`src/rtl/core/sfs_pkg.sv`:
```
`default_nettype none

package sfs_pkg;

    // Frame numbers are 10 bits wide on the stream and in all state.
    localparam int FrameW   = 10;
    localparam int DelayW   = 16;
    localparam int PerRowW  = 8;
    localparam int PixelW   = 12;
    localparam int TexXW    = 20;
    localparam int TexYW    = 22;

    // Item kinds carried in s_tuser.
    localparam logic [1:0] OP_TICK     = 2'd0;
    localparam logic [1:0] OP_DRAW     = 2'd1;
    localparam logic [1:0] OP_SET_LOOP = 2'd2;

    // Register indexes, as selected by paddr[3:2].
    localparam logic [1:0] REG_FRAME_DELAY    = 2'd0;
    localparam logic [1:0] REG_FRAMES_PER_ROW = 2'd1;
    localparam logic [1:0] REG_FRAME_WIDTH    = 2'd2;
    localparam logic [1:0] REG_FRAME_HEIGHT   = 2'd3;

    typedef enum logic [2:0] {
        S_IDLE,
        S_DIV,
        S_MUL_COL,
        S_MUL_ROW,
        S_DONE
    } state_t;

    typedef struct packed {
        logic [FrameW-1:0]  quotient;
        logic [PerRowW-1:0] remainder;
    } div_result_t;

endpackage

`default_nettype wire

```
`src/rtl/core/sfs_divider.sv`:
```
`default_nettype none

// Restoring divider, one quotient bit per cycle.
module sfs_divider import sfs_pkg::*; (
    input  wire logic                aclk,
    input  wire logic                aresetn,
    input  wire logic                start,
    input  wire logic [FrameW-1:0]   dividend,
    input  wire logic [PerRowW-1:0]  divisor,
    output logic                     busy,
    output logic                     done,
    output div_result_t              result
);

    localparam int CountW = $clog2(FrameW + 1);

    logic [CountW-1:0]  count_reg, count_next;
    logic               busy_reg, busy_next;
    logic               done_reg, done_next;
    logic [FrameW-1:0]  quo_reg, quo_next;
    logic [PerRowW-1:0] rem_reg, rem_next;
    logic [PerRowW-1:0] div_reg, div_next;
    logic [PerRowW:0]   shifted;
    logic [PerRowW:0]   diff;
    logic               fits;

    assign shifted = {rem_reg, quo_reg[FrameW-1]};
    assign diff    = shifted - {1'b0, div_reg};
    assign fits    = shifted >= {1'b0, div_reg};

    always_comb begin
        count_next = count_reg;
        busy_next  = busy_reg;
        done_next  = 1'b0;
        quo_next   = quo_reg;
        rem_next   = rem_reg;
        div_next   = div_reg;
        if (start) begin
            count_next = CountW'(FrameW);
            busy_next  = 1'b1;
            quo_next   = dividend;
            rem_next   = '0;
            div_next   = divisor;
        end else if (busy_reg) begin
            quo_next   = {quo_reg[FrameW-2:0], fits};
            rem_next   = fits ? diff[PerRowW-1:0] : shifted[PerRowW-1:0];
            count_next = count_reg - 1'b1;
            if (count_reg == CountW'(1)) begin
                busy_next = 1'b0;
                done_next = 1'b1;
            end
        end
    end

    always_ff @(posedge aclk) begin
        if (!aresetn) begin
            count_reg <= '0;
            busy_reg  <= 1'b0;
            done_reg  <= 1'b0;
        end else begin
            count_reg <= count_next;
            busy_reg  <= busy_next;
            done_reg  <= done_next;
        end
        quo_reg <= quo_next;
        rem_reg <= rem_next;
        div_reg <= div_next;
    end

    assign busy             = busy_reg;
    assign done             = done_reg;
    assign result.quotient  = quo_reg;
    assign result.remainder = rem_reg;

endmodule

`default_nettype wire

```
`src/rtl/core/sprite_frame_sequencer.sv`:
```
`default_nettype none

// Sprite-sheet animation stepper. Input beats carry a kind in s_tuser: a tick adds one
// millisecond to a saturating elapsed counter, a set-loop loads the loop flag and, unless
// the range is unchanged, a new frame range, direction and start frame, and a draw may
// step the current frame and then returns one result beat with the frame number and its
// texture position in the sheet. Ticks, set-loops and unknown kinds give no result. When
// frames_per_row exceeds one, a draw goes through these steps in order: accept the beat
// and step the frame; let the bit-serial divider split the frame into row and column,
// producing ten quotient bits, and wait until the sequencer sees it finish; use the single
// shared 10x12 multiplier for the column and then the row; hand the result to the
// output register. With frames_per_row of zero or one a draw skips the divider and the
// multiplier. The hand-off waits while the output register still holds an earlier
// result that the sink has not taken. The block accepts no new beat while a draw is in
// flight, but a finished result may wait in the output register while the next beat is
// taken. Configuration is through a small APB port with four registers, read as 32-bit
// words, at byte offsets 0, 4, 8 and 12, which the user must write only while the block
// is idle; the block itself does not enforce this.
module sprite_frame_sequencer import sfs_pkg::*; #(
    parameter int MAX_FRAMES = 1024
) (
    input  wire logic        aclk,
    input  wire logic        aresetn,
    // Input stream.
    input  wire logic        s_tvalid,
    output logic             s_tready,
    input  wire logic [23:0] s_tdata,   // loop_start[9:0], loop_stop[19:10], loop_enable[20]
    input  wire logic [1:0]  s_tuser,   // opcode[1:0]
    // Result stream.
    output logic             m_tvalid,
    input  wire logic        m_tready,
    output logic [55:0]      m_tdata,   // frame_index[9:0], texture_x[29:10], texture_y[51:30]
    output logic [0:0]       m_tuser,   // rect_set[0]
    // Configuration port.
    input  wire logic        psel,
    input  wire logic        penable,
    input  wire logic        pwrite,
    input  wire logic [3:0]  paddr,
    input  wire logic [31:0] pwdata,
    output logic [31:0]      prdata,
    output logic             pready
);

    // Frames saturate at the lower of MAX_FRAMES-1 and the largest 10-bit frame number.
    localparam int CapInt = (MAX_FRAMES - 1 > 1023) ? 1023 : MAX_FRAMES - 1;
    localparam logic [FrameW-1:0] FrameCap = FrameW'(CapInt);

    // Configuration registers.
    logic [DelayW-1:0]  frame_delay_reg;
    logic [PerRowW-1:0] frames_per_row_reg;
    logic [PixelW-1:0]  frame_width_reg;
    logic [PixelW-1:0]  frame_height_reg;

    // Animation state.
    logic [DelayW-1:0]  elapsed_reg;
    logic [FrameW-1:0]  frame_reg;
    logic [FrameW-1:0]  range_low_reg;
    logic [FrameW-1:0]  range_high_reg;
    logic               down_reg;
    logic               looping_reg;

    // Sequencer and working registers.
    state_t             state_reg, state_next;
    logic [TexXW-1:0]   tex_x_reg;
    logic [TexYW-1:0]   tex_y_reg;
    logic               rect_reg;

    // Output register.
    logic               m_valid_reg;
    logic [55:0]        m_data_reg;
    logic               m_rect_reg;

    // Sequencer outputs.
    logic               accept;
    logic               load_out;
    logic               mul_row;

    // Decoded input beat.
    logic [1:0]         opcode;
    logic [FrameW-1:0]  in_start;
    logic [FrameW-1:0]  in_stop;
    logic               in_enable;

    // Frame step logic.
    logic               at_end;
    logic               do_advance;
    logic [FrameW:0]    step_val;
    logic [FrameW-1:0]  stepped;
    logic [FrameW-1:0]  start_sat;
    logic [FrameW-1:0]  draw_frame;
    logic               wide_sheet;
    logic               same_range;

    // Divider and shared multiplier.
    logic               div_start;
    logic               div_busy;
    logic               div_done;
    div_result_t        div_res;
    logic [FrameW-1:0]  mul_a;
    logic [TexYW-1:0]   product;

    logic               cfg_write;

    assign opcode    = s_tuser;
    assign in_start  = s_tdata[9:0];
    assign in_stop   = s_tdata[19:10];
    assign in_enable = s_tdata[20];

    // ------------------------------------------------------------------
    // Configuration port. Writes land on the access cycle; pready is tied high.
    // ------------------------------------------------------------------
    assign pready    = 1'b1;
    assign cfg_write = psel && penable && pwrite;

    always_ff @(posedge aclk) begin
        if (!aresetn) begin
            frame_delay_reg    <= DelayW'(100);
            frames_per_row_reg <= PerRowW'(1);
            frame_width_reg    <= PixelW'(16);
            frame_height_reg   <= PixelW'(16);
        end else if (cfg_write) begin
            case (paddr[3:2])
                REG_FRAME_DELAY:    frame_delay_reg    <= pwdata[DelayW-1:0];
                REG_FRAMES_PER_ROW: frames_per_row_reg <= pwdata[PerRowW-1:0];
                REG_FRAME_WIDTH:    frame_width_reg    <= pwdata[PixelW-1:0];
                REG_FRAME_HEIGHT:   frame_height_reg   <= pwdata[PixelW-1:0];
                default: ;
            endcase
        end
    end

    always_comb begin
        case (paddr[3:2])
            REG_FRAME_DELAY:    prdata = {16'd0, frame_delay_reg};
            REG_FRAMES_PER_ROW: prdata = {24'd0, frames_per_row_reg};
            REG_FRAME_WIDTH:    prdata = {20'd0, frame_width_reg};
            REG_FRAME_HEIGHT:   prdata = {20'd0, frame_height_reg};
            default:            prdata = '0;
        endcase
    end

    // ------------------------------------------------------------------
    // Frame stepping. Counting down wraps to the top of the range once the
    // frame would fall below range_low; counting up wraps to the bottom once
    // it would pass range_high. Without looping the frame holds at the end of
    // the range, and a step never goes below zero or above the frame cap.
    // ------------------------------------------------------------------
    assign at_end     = down_reg ? (frame_reg == range_low_reg) : (frame_reg == range_high_reg);
    assign do_advance = (elapsed_reg >= frame_delay_reg) && (looping_reg || !at_end);

    always_comb begin
        if (down_reg) begin
            if (looping_reg && frame_reg <= range_low_reg) begin
                step_val = {1'b0, range_high_reg};
            end else if (frame_reg == '0) begin
                step_val = '0;
            end else begin
                step_val = {1'b0, frame_reg} - 1'b1;
            end
        end else begin
            if (looping_reg && frame_reg >= range_high_reg) begin
                step_val = {1'b0, range_low_reg};
            end else begin
                step_val = {1'b0, frame_reg} + 1'b1;
            end
        end
    end

    assign stepped    = (step_val > {1'b0, FrameCap}) ? FrameCap : step_val[FrameW-1:0];
    assign start_sat  = (in_start > FrameCap) ? FrameCap : in_start;
    assign draw_frame = do_advance ? stepped : frame_reg;
    assign wide_sheet = frames_per_row_reg > PerRowW'(1);
    assign same_range = (in_start == range_low_reg) && (in_stop == range_high_reg);

    always_ff @(posedge aclk) begin
        if (!aresetn) begin
            elapsed_reg    <= '0;
            frame_reg      <= '0;
            range_low_reg  <= '0;
            range_high_reg <= '0;
            down_reg       <= 1'b0;
            looping_reg    <= 1'b1;
        end else if (accept) begin
            case (opcode)
                OP_TICK: begin
                    if (elapsed_reg != '1) begin
                        elapsed_reg <= elapsed_reg + 1'b1;
                    end
                end
                OP_DRAW: begin
                    if (do_advance) begin
                        elapsed_reg <= '0;
                        frame_reg   <= stepped;
                    end
                end
                OP_SET_LOOP: begin
                    looping_reg <= in_enable;
                    if (!same_range) begin
                        if (in_start <= in_stop) begin
                            range_low_reg  <= in_start;
                            range_high_reg <= in_stop;
                            down_reg       <= 1'b0;
                        end else begin
                            range_low_reg  <= in_stop;
                            range_high_reg <= in_start;
                            down_reg       <= 1'b1;
                        end
                        frame_reg <= start_sat;
                    end
                end
                default: ;
            endcase
        end
    end

    // ------------------------------------------------------------------
    // Row and column: the divider splits the stepped frame by frames_per_row,
    // then the one multiplier scales the column and the row in turn.
    // ------------------------------------------------------------------
    assign div_start = accept && (opcode == OP_DRAW) && wide_sheet;

    sfs_divider u_divider (
        .aclk     (aclk),
        .aresetn  (aresetn),
        .start    (div_start),
        .dividend (draw_frame),
        .divisor  (frames_per_row_reg),
        .busy     (div_busy),
        .done     (div_done),
        .result   (div_res)
    );

    assign mul_a   = mul_row ? div_res.quotient : {2'b00, div_res.remainder};
    assign product = mul_a * (mul_row ? frame_height_reg : frame_width_reg);

    always_ff @(posedge aclk) begin
        if (accept && opcode == OP_DRAW) begin
            tex_x_reg <= '0;
            tex_y_reg <= '0;
            rect_reg  <= wide_sheet;
        end else if (state_reg == S_MUL_COL) begin
            tex_x_reg <= product[TexXW-1:0];
        end else if (state_reg == S_MUL_ROW) begin
            tex_y_reg <= product;
        end
    end

    // ------------------------------------------------------------------
    // Sequencer.
    // ------------------------------------------------------------------
    always_comb begin
        state_next = state_reg;
        case (state_reg)
            S_IDLE: begin
                if (s_tvalid && opcode == OP_DRAW) begin
                    state_next = wide_sheet ? S_DIV : S_DONE;
                end
            end
            S_DIV: begin
                if (div_done) begin
                    state_next = S_MUL_COL;
                end
            end
            S_MUL_COL: state_next = S_MUL_ROW;
            S_MUL_ROW: state_next = S_DONE;
            S_DONE: begin
                if (!m_valid_reg || m_tready) begin
                    state_next = S_IDLE;
                end
            end
            default: state_next = S_IDLE;
        endcase
    end

    always_comb begin
        s_tready = 1'b0;
        load_out = 1'b0;
        mul_row  = 1'b0;
        case (state_reg)
            S_IDLE:    s_tready = 1'b1;
            S_DIV:     ;
            S_MUL_COL: ;
            S_MUL_ROW: mul_row = 1'b1;
            S_DONE:    load_out = !m_valid_reg || m_tready;
            default:   ;
        endcase
    end

    assign accept = s_tvalid && s_tready;

    always_ff @(posedge aclk) begin
        if (!aresetn) begin
            state_reg <= S_IDLE;
        end else begin
            state_reg <= state_next;
        end
    end

    // ------------------------------------------------------------------
    // Output register. It holds a finished result until the sink takes it.
    // ------------------------------------------------------------------
    always_ff @(posedge aclk) begin
        if (!aresetn) begin
            m_valid_reg <= 1'b0;
        end else if (load_out) begin
            m_valid_reg <= 1'b1;
        end else if (m_tready) begin
            m_valid_reg <= 1'b0;
        end
    end

    always_ff @(posedge aclk) begin
        if (load_out) begin
            m_data_reg <= {4'd0, tex_y_reg, tex_x_reg, frame_reg};
            m_rect_reg <= rect_reg;
        end
    end

    assign m_tvalid = m_valid_reg;
    assign m_tdata  = m_data_reg;
    assign m_tuser  = m_rect_reg;

    // ------------------------------------------------------------------
    // Assertions.
    // ------------------------------------------------------------------

    // The divider is never left running while the block takes new beats.
    assert property (@(posedge aclk) disable iff (!aresetn)
        (state_reg == S_IDLE) |-> !div_busy)
        else $error("divider busy while sequencer idle");

    // The current frame never exceeds the frame cap.
    assert property (@(posedge aclk) disable iff (!aresetn)
        frame_reg <= FrameCap)
        else $error("current frame above cap");

    // A result without a recomputed rectangle carries a zero texture position.
    assert property (@(posedge aclk) disable iff (!aresetn)
        (m_tvalid && !m_tuser[0]) |-> (m_tdata[51:10] == '0))
        else $error("texture position set on a narrow sheet");

    // A divide finishes into the multiply steps, never straight to the output.
    assert property (@(posedge aclk) disable iff (!aresetn)
        (state_reg == S_DIV && div_done) |=> (state_reg == S_MUL_COL))
        else $error("sequencer skipped the multiply steps");

endmodule

`default_nettype wire

```
`config.mk`:
```
export PLATFORM = sky130hd
export DESIGN_NAME = sprite_frame_sequencer
export DESIGN_NICKNAME = d
export VERILOG_FILES = /design/src/rtl/core/sfs_pkg.sv /design/src/rtl/core/sfs_divider.sv /design/src/rtl/core/sprite_frame_sequencer.sv
export SDC_FILE = /design/constraint.sdc
export NUM_CORES = 1
export LEC_CHECK = 0
export BUFFER_PORTS_ARGS = -buffer_cell sky130_fd_sc_hd__buf_2
export CAP_MARGIN = 15
export CORE_MARGIN = 4
export CORE_UTILIZATION = 54
export DETAILED_ROUTE_END_ITERATION = 10
export GPL_ROUTABILITY_DRIVEN = 0
export HOLD_SLACK_MARGIN = 0.12
export PLACE_DENSITY_LB_ADDON = 0.25
export RECOVER_POWER = 100
export SETUP_SLACK_MARGIN = 0.15
export SYNTH_ARGS = -nofsm -noshare
export SYNTH_HDL_FRONTEND = slang
export SYNTH_HIERARCHICAL = 1
export SYNTH_SLANG_ARGS = --single-unit
```
`constraint.sdc`:
```
create_clock -name aclk -period 5.7 [get_ports aclk]
set_input_delay 0.57 -clock aclk [delete_from_list [all_inputs] [get_ports aclk]]
set_output_delay 0.57 -clock aclk [all_outputs]
set_load 0.01 [all_outputs]
```
# Word-level counts from Yosys, hierarchy flattened

Cells that the tools add are included.

Register bits: 228
Input bits: 69
Output and inout bits: 92
Logic and storage cells: 135

Add/subtract/negate cells: 5
Multiply operators: 1
Order comparisons: 8
Eq/ne operators: 21
Mux-type cells: 38
Bitwise operators: 4
Reductions and logical operators: 34

Operators with widths:

| operator                | count |
|---|---|
| $pmux W32 S4            | 1 |
| $mux W10                | 9 |
| $mux W11                | 4 |
| $eq A10 B10 Y1          | 4 |
| $mux W16                | 2 |
| $pmux W16 S2            | 1 |
| $mul A10 B12 Y22        | 1 |
| $le A10 B10 Y1          | 2 |
| $pmux W10 S2            | 1 |
| $add A16 B1 Y16 const B | 1 |
| $ge A16 B16 Y1          | 1 |
| $ne A16 B16 Y1 const B  | 1 |
| $pmux W3 S5             | 1 |
| $mux W12                | 1 |
| $mux W3                 | 4 |
| $reduce_and A2 Y1       | 6 |
| $add A10 B1 Y11 const B | 1 |
| $gt A11 B10 Y1 const B  | 1 |
| $mux W1                 | 11 |
| $sub A10 B1 Y11 const B | 1 |
| $ge A10 B10 Y1          | 1 |
| $gt A10 B10 Y1 const B  | 1 |
| $logic_and A1 B1 Y1     | 10 |
| $logic_not A10 Y1       | 1 |
| 24 further kinds        | 44 |

# Logic depth before layout (Yosys ltp)

Gate-level depths: netlist of run 1.

Word-level depth: 8
Gate-level depth with buffers: 27
Gate-level depth less buffers: 24

# By module

Netlist of run 1, hierarchy kept.

By module, submodules not included:

| module                 | times used | cells an instance | area each (um^2) | seq. area each (um^2) |
|---|---|---|---|---|
| sprite_frame_sequencer | 1          | 1,592             | 13,893.3         | 4,464.3 |
| sfs_divider            | 1          | 152               | 1,694.1          | 820.8 |

# Worst setup path after synthesis of run 1

OpenSTA, ideal clock, no wires.

Path kind: flip-flop to flip-flop
Start point: register state_reg[2]
End point: register tex_y_reg[15]
Library setup time: 0.134 ns
Arrival: 6.154 ns
Data required time: 5.566 ns
Setup slack: -0.588 ns
Stages on the path, launching flop included: 23
Clock period less this slack: 6.288 ns
Cells stage by stage: dfxtp_1 clkbuf_1 or2_2 clkbuf_1 buf_1 mux2i_1 nor2_1 fa_1 fa_1 fa_1 fa_1 inv_1 fa_1 inv_1 ha_1 a21o_1 a21o_1 a31oi_1 nor2b_1 o21a_1 o21ai_0 mux2i_1 o211ai_1

Cells in the longest elaborated chain, start to end: 4
Elaborated cells between the ends (all ways): 12
Those cells by class: mul (1); eq/ne (2); mux (4); bitwise (1); reduce/logical (4)

RTL lines:

| what                                                           | RTL line                                                     | RTL |
|---|---|---|
| start: declaration                                             | sprite_frame_sequencer.sv:63                                 | `state_t state_reg, state_next;` |
| start signal: assignment                                       | sprite_frame_sequencer.sv:295                                | `state_reg <= state_next;` |
| $eq A3 B2 Y1 / $logic_not A3 Y1 (equally long branches)        | sprite_frame_sequencer.sv:243, sprite_frame_sequencer.sv:279 |  |
| $mux W1                                                        | sprite_frame_sequencer.sv:279                                | `case (state_reg)` |
| $mux W10, or another cell as far along                         | sprite_frame_sequencer.sv:233                                | `assign mul_a = mul_row ? div_res.quotient : {2'b00, div_res.remainder};` |
| $mul A10 B12 Y22 / $logic_and A1 B1 Y1 (equally long branches) | sprite_frame_sequencer.sv:234, sprite_frame_sequencer.sv:237 |  |
| end signal: assignment                                         | sprite_frame_sequencer.sv:244                                | `tex_y_reg <= product;` |
| end: declaration                                               | sprite_frame_sequencer.sv:65                                 | `logic [TexYW-1:0] tex_y_reg;` |

Several ways; a longest one is shown, not always the timed one.
A chain may end at the register's enable or synchronous reset.

# Final worst setup path of run 1

Start point: register state_reg[0]
End point: register tex_x_reg[15]

Cells in the longest elaborated chain, start to end: 4
Elaborated cells between the ends (all ways): 10
Those cells by class: mul (1); eq/ne (2); mux (4); reduce/logical (3)

RTL lines:

| what                                                           | RTL line                                                     | RTL |
|---|---|---|
| $eq A3 B2 Y1 / $logic_not A3 Y1 (equally long branches)        | sprite_frame_sequencer.sv:279                                |  |
| $mux W1                                                        | sprite_frame_sequencer.sv:279                                |  |
| $mux W10, or another cell as far along                         | sprite_frame_sequencer.sv:233                                |  |
| $mul A10 B12 Y22 / $logic_and A1 B1 Y1 (equally long branches) | sprite_frame_sequencer.sv:234, sprite_frame_sequencer.sv:237 |  |
| end signal: assignment                                         | sprite_frame_sequencer.sv:242                                | `tex_x_reg <= product[TexXW-1:0];` |
| end: declaration                                               | sprite_frame_sequencer.sv:64                                 | `logic [TexXW-1:0] tex_x_reg;` |

Several ways; a longest one is shown, not always the timed one.

==> results of run 1 <==
-- worst max-delay path by stage --
stage,startpoint,to,slack (ps),cells after the start
2_1_floorplan,state_reg[0]$_SDFFE_PN0P_,tex_y_reg[15]$_SDFFE_PP0P_,150,23
3_3_place_gp,state_reg[0]$_SDFFE_PN0P_,tex_x_reg[15]$_SDFFE_PP0N_,-10,24
3_5_place_dp,state_reg[0]$_SDFFE_PN0P_,tex_y_reg[15]$_SDFFE_PP0P_,-100,22
4_1_cts,state_reg[0]$_SDFFE_PN0P_,tex_y_reg[15]$_SDFFE_PP0P_,130,22
5_1_grt,state_reg[0]$_SDFFE_PN0P_,tex_y_reg[21]$_SDFFE_PP0P_,-200,24
6_report,state_reg[0]$_SDFFE_PN0P_,tex_x_reg[15]$_SDFFE_PP0N_,30,24
-- layout make-up --
class / instances / area share
multi-input cells: 1272 / 0.524
flip-flops and latches: 228 / 0.283
repair buffers: 247 / 0.0905
clock buffers: 33 / 0.0373
inverters: 167 / 0.0335
well taps: 378 / 0.0253
clock inverters: 13 / 0.00669
-- layout by cell type, fill, tap and decap left out, types with 11 or more instances in the layout --
| master | instances |
|---|---|
| nand2_1 | 259 |
| inv_1 | 156 |
| dfxtp_1 | 153 |
| nor2_1 | 141 |
| buf_2 | 118 |
| buf_4 | 111 |
| ha_1 | 106 |
| a21oi_1 | 104 |
| fa_1 | 75 |
| edfxtp_1 | 72 |
| mux2i_1 | 67 |
| o21ai_0 | 40 |
| a211oi_1 | 32 |
| xnor2_1 | 32 |
| nand3_1 | 31 |
| nor3_1 | 26 |
| clkbuf_16 | 26 |
| and3_1 | 24 |
| xor2_1 | 23 |
| nand2_2 | 22 |
| conb_1 | 21 |
| nand2b_1 | 18 |
| mux2_2 | 18 |
| a21o_1 | 17 |
| nand4_1 | 13 |
| a31oi_1 | 13 |
| buf_6 | 11 |
-- critical path: cells and delay by family, from the launching register on --
| kind | cells | cell delay (ps) |
|---|---|---|
| fa+ha+maj | 6 | 2700 |
| compound gates | 6 | 1000 |
| simple gates | 4 | 370 |
| buf+inv | 6 | 670 |
| mux | 2 | 410 |
| flops | 1 | 350 |
-- power groups by stage --
stage,Clock [µW],Sequential [µW],Combinational [µW]
2_1_floorplan,0,1820,927
3_3_place_gp,0,1850,1270
3_5_place_dp,0,1860,1310
4_1_cts,1630,1820,1380
5_1_grt,1700,1830,1600
6_report,1610,1830,1460
-- cell families after synthesis --
group / count (synthesis) / share of synthesized area
AOI/OAI and AO/OA: 284 / 0.116
xor gates and xnor gates: 59 / 0.0332
adders and majority gates: 195 / 0.195
buffers and inverters: 263 / 0.0695
DFF: 228 / 0.339
muxes: 101 / 0.0727
other: 2 / 0.000482
and+or+nand+nor: 612 / 0.175
-- layer usage --
layer / share of wire / wire length, µm
met2: 0.48 / 19800
met5: 0 / 0
met4: 0.026 / 1100
met1: 0.43 / 18000
met3: 0.066 / 2750
-- per-stage QoR --
stage | utilization | total power [µW] | setup WS (ps) | area [µm²] | setup TNS (ps)
after floorplan | - | 2750 | 151 | 15900 | 0
after global placement | 0.607 | 3130 | -10.2 | 17100 | -10.2
after detailed placement | 0.607 | 3160 | -105 | 17100 | -462
after CTS | 0.650 | 4830 | 125 | 18300 | 0
after global routing | 0.664 | 5130 | -202 | 18700 | -1890
final | 0.664 | 4890 | 30.1 | 18700 | 0
-- repair_timing --
| action | CTS | global route |
|---|---|---|
| hold endpoints to repair | 0 | 0 |
| endpoints found under the setup margin | 20 | 24 |
| buffers inserted | 20 | 20 |
| gates cloned | 2 | 0 |
| pin swaps | 31 | 50 |
| resized for setup | 50 | 50 |
==> impl_metrics.tcl, run 1 <==
set metrics [dict create \
    hold_violations 0 \
    cts_tree "done" \
    detailed_place_hpwl_um 31100 \
    ys_types 72 \
    cts_root_buf "clkbuf_16" \
    routedWlPerCell_um 17.8 \
    clock_latency_ps 540 \
    viasPerCell 5.63 \
    antenna_cells 0 \
    ant_nets 0 \
    worstHoldEndpoint "frame_delay_reg[13]$_SDFFE_PN0P_" \
    yosys.area.top_type_share 0.200 \
    grt_busiest_layer "met2" \
    grtUsageTotal 0.257 \
    cp_slowest_cell "fa_1" \
    power_leakage_uw 0.00829 \
    die_area_um2 31600 \
    cts_buffers 25 \
    drv_cap 0 \
    die_h_um 178 \
    critical_path_class "flip-flop to flip-flop" \
    min_from "pwdata[13]" \
    fin_nets 2205 \
    syn_inst 1744 \
    ys_top_cells_by_count "288 x nand2_1, 166 x inv_1, 156 x dfxtp_1" \
    ys_seq_area_frac 0.339 \
    cp_data_arrival_time_ps 6050 \
    reg2regPathDepth 24 \
    core_area_um2 28200 \
    seq_power_share 0.374 \
    clock_path_buffers 3 \
    dieWidth_um 178 \
    grtUsageMet1 0.353 \
    drive_gt1_frac 0.218 \
    via_count 13170 \
    grt_use_met2 0.430 \
    dr.first_iter.drc_count 1007 \
    status "complete, no violations" \
    antenna_found_initial 0 \
    first_global_vias 12605 \
    final.period_utilization 0.995 \
    p_int_uw 3340 \
    ios 161 \
    port_buffers 118 \
    overflow 0 \
    htree_levels 1 \
    syn_to_final_growth_pct 20.0 \
    fmax_ghz 0.176 \
    synth_area_leader_cell "dfxtp_1" \
    cp_data_required_time_ps 6080 \
    whs_path_depth 3 \
    powerDensity_nw_per_um2 262 \
    ys_seq_elements 228 \
    reg2reg_slack_ps 30 \
    nFillCells 2247 \
    slew_headroom 0.291 \
    whs_ps 268 \
    setup_viol 0 \
    finalNonFillerCells 2338 \
    slowest_delay_ps 550 \
    gr-usage-met3 0.0339 \
    place_inst 2249 \
    multiInputGateArea_um2 9800 \
    synth_edf_count 72 \
    clock-sinks 228 \
    r2r-end "tex_x_reg[15]$_SDFFE_PP0N_" \
    finalWirelength_um 41700 \
    r2r_start "state_reg[0]$_SDFFE_PN0P_" \
    drc 0 \
    slew_viol_final 0 \
    worst_pin_slew_ps 1060 \
    path_common_cell "fa_1" \
    worstSetupStartpointType "flip-flop" \
    post-synth-top-count-cell "nand2_1" \
    finalCriticalPeriod_ps 5670 \
    synth_area_leaders "dfxtp_1 20%, edfxtp_1 14%, fa_1 10%, ha_1 9.3%, nand2_1 6.9%" \
    synth-main-ff-cell "dfxtp_1" \
    grt_max_degree 54 \
    netlist_area_um2 15600 \
    synthesis.area_per_instance_um2 8.94 \
    async_flop_share 0 \
    p_comb_frac 0.298 \
    cp_max_fo 6 \
    cts_hold_buffers 0 \
    grt_pass1_wl_um 65400 \
    hold_path_class "input port to flip-flop" \
    clk_pin_slew_ps 60 \
    yosysWarnings 6 \
    regArea_um2 5290 \
    switching_share 0.318 \
    cp-end-kind "flip-flop" \
    power.switching_uw 1550 \
    clock_power_share 0.329 \
    largest_reg_flops 52 \
    initial_core_util 0.553 \
    rsz0062_at_grt "true" \
    path_cells "nand2_4 -> nor2_4 -> buf_12 -> buf_16 -> mux2i_1 -> buf_4 -> nor2_2 -> fa_1 -> fa_1 -> fa_1 -> fa_1 -> inv_2 -> fa_1 -> inv_2 -> ha_4 -> a21o_1 -> a21o_1 -> a31oi_1 -> buf_4 -> nor2b_1 -> o21a_1 -> o21ai_2 -> mux2i_1 -> o211ai_1" \
    rows 61 \
    first_pass_iters 6 \
    peakVddDrop_mv 0.229 \
    skew_ps 27.9 \
]
Power figures use the tool's default switching activity.
==> run 2, diff against run 1 <==
==> constraint.sdc (replaced) <==
create_clock -name aclk -period 5.25 [get_ports aclk]
set_input_delay 0.525 -clock aclk [delete_from_list [all_inputs] [get_ports aclk]]
set_output_delay 0.525 -clock aclk [all_outputs]
set_load 0.01 [all_outputs]
==> run 2 against run 1 <==
Against the previous run:
- the run now ends with capacitance limit, slew limit, setup timing left
- global-route usage fell by 0.14 points
- fmax rose by 2.6%
- combinational power rose by 5%
- cell count rose by 0.30%
- non-clock buffer count rose by 8
- total power rose by 7.5%
- flip-flop and latch count did not move
- sequential power rose by 8%
- final area fell by 0.86%
- clock power rose by 9%
- via count rose by 0.18%
- largest cell class unchanged
- highest routed layer unchanged
==> impl_metrics.tcl, run 2 (synthesis results as in run 1) <==
set metrics [dict create \
    status "complete, but fails checks" \
    violations "capacitance limit, slew limit, setup timing" \
    seq_power_share 0.375 \
    ios 161 \
    final.period_utilization 1.05 \
    cts_tree "done" \
    cp-end-kind "flip-flop" \
    powerDensity_nw_per_um2 284 \
    fin_nets 2214 \
    p_comb_frac 0.292 \
    cp_data_required_time_ps 5630 \
    p_int_uw 3610 \
    finalWirelength_um 41100 \
    hold_path_class "input port to flip-flop" \
    final_area_um2 18500 \
    fmax_ghz 0.181 \
    worst_pin_slew_ps 2290 \
    fin_setup_tns_ps -3880 \
    antenna_cells 0 \
    multiInputGateArea_um2 9750 \
    path_cells "nand2_4 -> nor2_4 -> buf_12 -> buf_4 -> nand2_1 -> nand2_4 -> nand2_2 -> fa_1 -> inv_1 -> fa_1 -> fa_1 -> fa_1 -> inv_1 -> fa_1 -> inv_2 -> ha_4 -> a21o_1 -> a21o_4 -> a31oi_4 -> nor2b_1 -> o21a_1 -> o21ai_2 -> mux2i_1 -> o211ai_1" \
    clock_path_buffers 3 \
    power_leakage_uw 0.00801 \
    finalCriticalPeriod_ps 5530 \
    cp_slowest_cell "fa_1" \
    htree_levels 1 \
    drive_gt1_frac 0.173 \
    ant_nets 0 \
    whs_ps 232 \
    clock-sinks 228 \
    r2r_start "state_reg[1]$_SDFFE_PN0P_" \
    power.switching_uw 1650 \
    viasPerCell 5.63 \
    crit_end "tex_x_reg[15]$_SDFFE_PP0N_" \
    rows 61 \
    clk_pin_slew_ps 60 \
    cp_max_fo 9 \
    first_global_vias 13023 \
    grt_max_degree 54 \
    slew_headroom -0.527 \
    antenna_found_initial 0 \
    rsz0062_at_grt "true" \
    slowest_delay_ps 530 \
    drc 0 \
    hold_violations 0 \
    setup_viol 22 \
    skew_ps 19.7 \
    overflow 0 \
    path_common_cell "fa_1" \
    r2r-end "tex_x_reg[15]$_SDFFE_PP0N_" \
    cp_data_arrival_time_ps 5910 \
    worstSetupStartpointType "flip-flop" \
    first_pass_iters 6 \
    grtUsageTotal 0.256 \
    final_cell_mix "255 x nand2_1, 162 x inv_1, 153 x dfxtp_1" \
    via_count 13194 \
    clock_latency_ps 530 \
    initial_core_util 0.553 \
    die_h_um 178 \
    detailed_place_hpwl_um 31400 \
    crit_start "state_reg[1]$_SDFFE_PN0P_" \
    reg2regPathDepth 24 \
    cts_buffers 25 \
    grt_pass1_wl_um 65500 \
    die_area_um2 31600 \
    total_power_uw 5260 \
    critical_path_class "flip-flop to flip-flop" \
    slew_viol_final 202 \
    clock_power_share 0.333 \
    drv_cap 5 \
    dr.first_iter.drc_count 1026 \
    cts_root_buf "clkbuf_16" \
    core_area_um2 28200 \
    reg2reg_slack_ps -280 \
    worst_slack_ps -279 \
    layout_commonest_cell "nand2_1" \
    nFillCells 2357 \
    dieWidth_um 178 \
    regArea_um2 5290 \
    largest_reg_flops 52 \
    syn_to_final_growth_pct 18.9 \
    port_buffers 118 \
    place_area_um2 17500 \
    peakVddDrop_mv 0.245 \
    switching_share 0.314 \
    routedWlPerCell_um 17.5 \
]
[run 2: critical path, delay by kind of cell, from the launching register on]
| family | cells | cell delay [ps] |
|---|---|---|
| simple gates | 6 | 620 |
| mux | 1 | 210 |
| flops | 1 | 350 |
| compound gates | 6 | 1110 |
| fa+ha+maj | 6 | 2660 |
| buf+inv | 5 | 440 |
[run 2: routing by layer]
layer | vias up | routed length (µm) | track usage
met1 | 6306 | 17700 | 0.340
met2 | 474 | 19200 | 0.428
li1 | 6318 | - | -
met4 | 0 | 1320 | 0.0802
met5 | - | 0 | 0
met3 | 96 | 2820 | 0.0435
[run 2: through the flow]
stage | instances | util | worst slack (ps)
finish | 2345 | 0.658 | -279
global route | 2345 | 0.658 | -488
CTS | 2341 | 0.659 | -244
detailed placement | 2288 | 0.621 | -412
global placement | 2288 | 0.621 | -267
floorplan | 1763 | - | -135
[run 2: worst min path at each step]
stage | from | endpoint | cells past startpoint
floorplan | rect_reg$_DFFE_PP_ | m_tuser$_DFFE_PP_ | 0
global placement | rect_reg$_DFFE_PP_ | m_tuser$_DFFE_PP_ | 0
detailed placement | rect_reg$_DFFE_PP_ | m_tuser$_DFFE_PP_ | 0
CTS | pwdata[13] | frame_delay_reg[13]$_SDFFE_PN0P_ | 3
global route | pwdata[13] | frame_delay_reg[13]$_SDFFE_PN0P_ | 3
finish | pwdata[12] | frame_delay_reg[12]$_SDFFE_PN0P_ | 3
[run 2: repair_timing]
action	in CTS	in global routing
gates cloned	2	0
gates resized for setup	38	25
setup buffers	7	4
hold buffers	0	0
setup endpoints to repair	24	26
pin swaps	27	9
[run 2: power by group through the flow]
stage / clock network [µW] / registers (µW) / logic (µW)
3_5_place_dp: 0 / 2010 / 1480
5_1_grt: 1850 / 1980 / 1680
4_1_cts: 1770 / 1970 / 1520
2_1_floorplan: 0 / 1980 / 1030
6_report: 1750 / 1970 / 1530
3_3_place_gp: 0 / 2010 / 1440
[run 2: layout make-up]
type                            count  area share
Sequential cell                   228       0.285
Timing Repair Buffer              255      0.0859
Inverter                          167      0.0338
Clock inverter                     11     0.00790
Tap cell                          378      0.0255
Clock buffer                       33      0.0359
Multi-Input combinational cell   1273       0.526
